File: config.mk
export PLATFORM = sky130hd
export DESIGN_NAME = scp_reduce
export DESIGN_NICKNAME = d
export VERILOG_FILES = /design/src/rtl/scp_pkg.sv /design/src/rtl/scp_reduce.sv
export SDC_FILE = /design/constraint.sdc
export NUM_CORES = 2
export LEC_CHECK = 0
export ABC_CLOCK_PERIOD_IN_PS = 20400
export BUFFER_PORTS_ARGS = -buffer_cell sky130_fd_sc_hd__buf_4
export CELL_PAD_IN_SITES_DETAIL_PLACEMENT = 1
export CELL_PAD_IN_SITES_GLOBAL_PLACEMENT = 2
export CORE_ASPECT_RATIO = 2
export CORE_MARGIN = 2
export CORE_UTILIZATION = 47
export DETAILED_ROUTE_END_ITERATION = 8
export PLACE_DENSITY_LB_ADDON = 0.1
export SLEW_MARGIN = 20
export SYNTH_ARGS = -nofsm -noshare
export SYNTH_HDL_FRONTEND = slang
export SYNTH_SLANG_ARGS = --single-unit
File: constraint.sdc
create_clock -name i_clk -period 20.4 [get_ports i_clk]
set_input_delay 3.06 -clock i_clk [delete_from_list [all_inputs] [get_ports i_clk]]
set_output_delay 3.06 -clock i_clk [all_outputs]
set_load 0.02 [all_outputs]
File: src/rtl/scp_pkg.sv
// scp_pkg: shared types, constants and q30 helpers for the sine/cosine pipeline.
// used by scp_reduce, scp_poly, sine_cosine_polynomial and scp_checker; no dependencies.
package scp_pkg;

    localparam int ANGLE_FRAC_BITS_DEF  = 16;
    localparam int RESULT_FRAC_BITS_DEF = 16;

    // cycles from an accepting edge to the edge that takes the result
    localparam int SCP_LATENCY = 15;

    localparam int MAG_W  = 31;
    localparam int PROD_W = 2 * MAG_W;
    localparam int Q30_W  = 34;
    localparam int OUT_W  = 18;

    typedef logic signed [Q30_W-1:0] t_q30;

    // 2/pi as unsigned q0.32, pi/2 as unsigned q1.32
    localparam logic [31:0] TWO_OVER_PI_Q32 = 32'd2734261102;
    localparam logic [32:0] PI_OVER_2_Q32   = 33'd6746518852;

    localparam t_q30 ONE_Q30 = 34'sd1073741824;
    localparam t_q30 SIN_C0  = 34'sd1073736445;
    localparam t_q30 SIN_C1  = -34'sd178887074;
    localparam t_q30 SIN_C2  = 34'sd8720387;
    localparam t_q30 COS_C0  = -34'sd536869372;
    localparam t_q30 COS_C1  = 34'sd44726738;
    localparam t_q30 COS_C2  = -34'sd1458769;

    // reduced argument handed from reduction to polynomial section
    typedef struct packed {
        logic [1:0]       k;     // bit 0: cosine polynomial, bit 1: negate
        logic             rneg;  // reduced argument is negative
        logic [MAG_W-1:0] u;     // |reduced argument| in q30
    } t_red;

    // round a q60 magnitude product to q30, half away from zero, then apply sign
    function automatic t_q30 rnd_q30(input logic [PROD_W-1:0] p, input logic neg);
        logic [PROD_W:0] s;
        t_q30            m;
        s = {1'b0, p} + (PROD_W + 1)'(1 << 29);
        m = t_q30'(s >> 30);
        return neg ? -m : m;
    endfunction

    function automatic logic [MAG_W-1:0] mag_q30(input t_q30 v);
        t_q30 a;
        a = v[Q30_W-1] ? -v : v;
        return a[MAG_W-1:0];
    endfunction

endpackage

File: src/rtl/scp_reduce.sv
// scp_reduce: quadrant reduction of the angle, six register stages.
// depends on scp_pkg.
module scp_reduce #(
    parameter int ANGLE_FRAC_BITS = scp_pkg::ANGLE_FRAC_BITS_DEF
) (
    input  logic                i_clk,
    input  logic                i_rst_n,
    input  logic                i_vld,
    input  logic                i_op,
    input  logic signed [31:0]  i_angle,
    output logic                o_vld,
    output scp_pkg::t_red       o_red
);

    localparam int SH = 32 + ANGLE_FRAC_BITS;
    localparam int QW = 32 - ANGLE_FRAC_BITS;
    localparam int DW = 66;
    localparam int RW = 36;

    logic r_v1, r_v2, r_v3, r_v4, r_v5, r_v6;

    logic        r1_op;
    logic [31:0] r1_angle;

    logic [63:0] r2_p, n2_p;
    logic [31:0] r2_ma, n2_ma;
    logic        r2_aneg, r2_op;

    logic [QW-1:0] r3_qm, n3_qm;
    logic [31:0]   r3_ma;
    logic          r3_aneg, r3_op;

    logic [QW+32:0] r4_prod, n4_prod;
    logic [31:0]    r4_ma;
    logic           r4_aneg;
    logic [1:0]     r4_k, n4_k, n4_qlow;

    logic signed [RW-1:0] r5_d, n5_d;
    logic [DW-1:0]        n5_full;
    logic                 r5_aneg;
    logic [1:0]           r5_k;

    scp_pkg::t_red r6_red, n6_red;
    logic [RW-1:0] n6_mag, n6_sum;

    function automatic logic [RW-1:0] n5_dmag(input logic signed [RW-1:0] v);
        return v[RW-1] ? RW'(-v) : RW'(v);
    endfunction

    // stage 2: magnitude of the angle times 2/pi; -(-2^31) wraps to 2^31 unsigned
    assign n2_ma = r1_angle[31] ? (32'd0 - r1_angle) : r1_angle;
    assign n2_p  = n2_ma * scp_pkg::TWO_OVER_PI_Q32;

    // stage 3: round quotient half to even
    always_comb begin
        logic inc;
        inc   = r2_p[SH-1] & ((|r2_p[SH-2:0]) | r2_p[SH]);
        n3_qm = r2_p[63:SH] + QW'(inc);
    end

    // stage 4: q times pi/2, quadrant from the signed quotient
    assign n4_prod = r3_qm * scp_pkg::PI_OVER_2_Q32;
    assign n4_qlow = r3_aneg ? (2'd0 - r3_qm[1:0]) : r3_qm[1:0];
    assign n4_k    = n4_qlow + {1'b0, r3_op};

    // stage 5: remainder in q32, always small enough for RW bits
    assign n5_full = (DW'(r4_ma) << (32 - ANGLE_FRAC_BITS)) - DW'(r4_prod);
    assign n5_d    = $signed(n5_full[RW-1:0]);

    // stage 6: q30 magnitude, half up; sign follows the angle
    always_comb begin
        n6_mag      = n5_dmag(r5_d);
        n6_sum      = n6_mag + RW'(2);
        n6_red.u    = n6_sum[scp_pkg::MAG_W+1:2];
        n6_red.k    = r5_k;
        n6_red.rneg = r5_aneg ? (!r5_d[RW-1] && (|r5_d)) : r5_d[RW-1];
    end

    always_ff @(posedge i_clk) begin
        if (!i_rst_n) begin
            r_v1 <= 1'b0;
            r_v2 <= 1'b0;
            r_v3 <= 1'b0;
            r_v4 <= 1'b0;
            r_v5 <= 1'b0;
            r_v6 <= 1'b0;
        end else begin
            r_v1 <= i_vld;
            r_v2 <= r_v1;
            r_v3 <= r_v2;
            r_v4 <= r_v3;
            r_v5 <= r_v4;
            r_v6 <= r_v5;
        end
    end

    always_ff @(posedge i_clk) begin
        r1_op    <= i_op;
        r1_angle <= i_angle;

        r2_p     <= n2_p;
        r2_ma    <= n2_ma;
        r2_aneg  <= r1_angle[31];
        r2_op    <= r1_op;

        r3_qm    <= n3_qm;
        r3_ma    <= r2_ma;
        r3_aneg  <= r2_aneg;
        r3_op    <= r2_op;

        r4_prod  <= n4_prod;
        r4_ma    <= r3_ma;
        r4_aneg  <= r3_aneg;
        r4_k     <= n4_k;

        r5_d     <= n5_d;
        r5_aneg  <= r4_aneg;
        r5_k     <= r4_k;

        r6_red   <= n6_red;
    end

    assign o_vld = r_v6;
    assign o_red = r6_red;

endmodule

==> results.txt <==
total grt overflow -> 0
routed via count -> 22100
Clock Skew -> 32.2 ps
TritonCTS clock tree -> yes
layout cell share with drive strength beyond 1 -> 5.11%
Crit path arrival time -> 10850 ps
Pre-antenna DRT Iters -> 5
largest net degree at the start of global routing -> 34
Most used DFF post-synth -> dfxtp_1
Seq/Total Area, Yosys -> 17.7%
Register Area -> 5790 um2
Synth top area share -> 33.3%
worst-skew pair later-pin latency -> 620 ps
M2 GR Usage -> 58.9%
Hold Crit Class -> flip-flop to flip-flop
DRC -> 0
Tot GR Track Use -> 28.5%
H-tree levels -> 1
startpoint types -> flip-flop
post-CTS sizing -> 0
worst reg2reg path depth -> 28
setup bufs post-CTS -> 0
syn avg cell area -> 10.2 um2
final setup fails -> 0
Post-Syn Instances -> 3197
Post-Route WL -> 97.7 mm
core area -> 68700 um2
most frequent cells in the layout -> inv_1, fa_1, ha_1, dfxtp_1, xnor2_1
library cells used by synthesis -> 64
final hold vios -> 0
CTS Hold Bufs -> 0
Final Max Slew Viols -> 0
initial antenna violation count -> 0
Detail Route Antenna Nets -> 0
worst-path maximum fanout -> 12
outcome -> complete, no violations
# port buffers -> 70
routed length per instance -> 23.2 um
NumNets Final -> 4382
Most Crowded Layer GR -> met2
RSZ-0062 raised after global routing -> false
first-pass GRT wire length -> 150 mm
GPL Wtd Cong -> 0.971
initial DRC count -> 650
CTS buffer count -> 28
Max Cap Viol -> 0
area of the multi-input gates -> 23500 um2
Site Rows -> 136
Ant. Diodes -> 0
fillers -> 7672
Syn Std Cell Area -> 32600 um2
Critical Path Max Stage Delay -> 680 ps
slowest CP cell -> xnor2_1
vias in the first global route -> 26800
cell taking the most area after synthesis -> fa_1
met1 GRT Util -> 24.4%
Post-DP HPWL -> 87.4 mm
chip width -> 190 um
I/O Pins -> 71
Post-synth EDFFs -> 0
Syn. warnings -> 0
final worst-path cycle share -> 50.9%
minimum clock period -> 10380 ps
TNS Setup -> 0 ps
Syn Nets -> 4291
post-synthesis register bit count -> 289
commonest non-fill, non-tap cell in the layout -> inv_1
clock transition at the registers of the reported paths -> 70 ps
vias per inst -> 5.26
die height -> 377 um
met3 Use GR -> 1.79%
worst-margin pin slew -> 1130 ps
hold depth -> 0
Fmax -> 0.0964 GHz
Area Overhead vs Synth -> 8.23%
Starting Density -> 47.5%
Required @ worst endpoint -> 20870 ps
Rel. slew slack -> 24.3%
clock root buffer -> clkbuf_16
synth top area cells -> fa_1, ha_1, dfxtp_1
die area -> 71700 um2
CP Capture Type -> flip-flop
Sink Count -> 289
async set or reset register ratio after synthesis -> 0%
CTS Buffer Depth -> 3
critical path class -> flip-flop to flip-flop
logic make-up (layout without fill, tap and decap cells):
family,after synthesis,in the layout,synth area share (%)
adder cells (fa/ha/maj),1058,1058,53.1
buffers and inverters,906,1019,10.4
AO/OA/AOI/OAI,361,361,7.06
AND/OR/NAND/NOR,358,358,5.67
flip-flops,289,289,17.7
XOR/XNOR,222,222,5.96
multiplexers,3,3,0.0959
metrics by stage:
stage	cell area (um2)	hold slack [ps]	setup slack (ps)	utilization, %	cells
final	35300	311	10020	51.4	4207
after global routing	35300	317	9290	51.4	4207
after CTS	35300	307	9930	51.4	4207
after detailed placement	34300	313	10010	50.0	4155
after global placement	34300	310	10170	50.0	4155
after floorplan	32600	310	11320	-	3197
critical path: cells and delay by family (launching register included):
| family | cells | cell delay (ps) |
|---|---|---|
| AO/OA/AOI/OAI | 7 | 2640 |
| AND/OR/NAND/NOR | 3 | 1060 |
| XOR/XNOR | 3 | 1410 |
| adder cells (fa/ha/maj) | 8 | 3790 |
| buffers and inverters | 7 | 740 |
| flip-flops | 1 | 560 |
cell type report:
class                           instances  area share [%]
Tap cell                              897            3.18
Multi-Input combinational cell       2002            66.4
Clock buffer                           34            2.11
Timing Repair Buffer                   95            2.02
Clock inverter                         18           0.602
Inverter                              872            9.27
Sequential cell                       289            16.4
final timing paths:
check	start	to	slack, ps
setup / recovery	r1_angle[0]$_DFF_P_	r2_p[57]$_DFF_P_	10020
hold / removal	r2_op$_DFF_P_	r3_op$_DFF_P_	310
setup reg to reg	r1_angle[0]$_DFF_P_	r2_p[57]$_DFF_P_	10020
hold reg to reg	r2_op$_DFF_P_	r3_op$_DFF_P_	310
cell usage after synthesis (all sizes together), types with 10 or more instances:
cell type	count
nand2	85
nor2b	15
or4	14
dfxtp	289
nor2	70
nand2b	16
nor3	19
and2	14
nand3	30
o211ai	10
and3	11
xnor2	165
xor2	57
o21a	12
o41ai	13
o21bai	16
a21oi	111
o31ai	21
clkbuf	31
nor4	22
fa	542
ha	516
o21ai	83
or3	21
inv	871
a21o	37
nand4	23
or2	10
a211oi	10
a31oi	11
registers in the layout, summed over array words and instances (netlist names), 16 cells and up:
register	count
r1_angle	32
r4_prod	34
r4_ma	20
r5_d	34
r2_ma	20
r2_p	62
r3_qm	16
o_red	34
r3_ma	20
layer usage:
layer	part of all wire, %	wire length (um)
met1	30	29500
met2	59	57700
met3	1.6	1560
met4	9.1	8870
met5	0	0
Power is left out: the tool's default activity adds up to more than one toggle a clock period on the data nets, which glitch-free logic cannot reach.
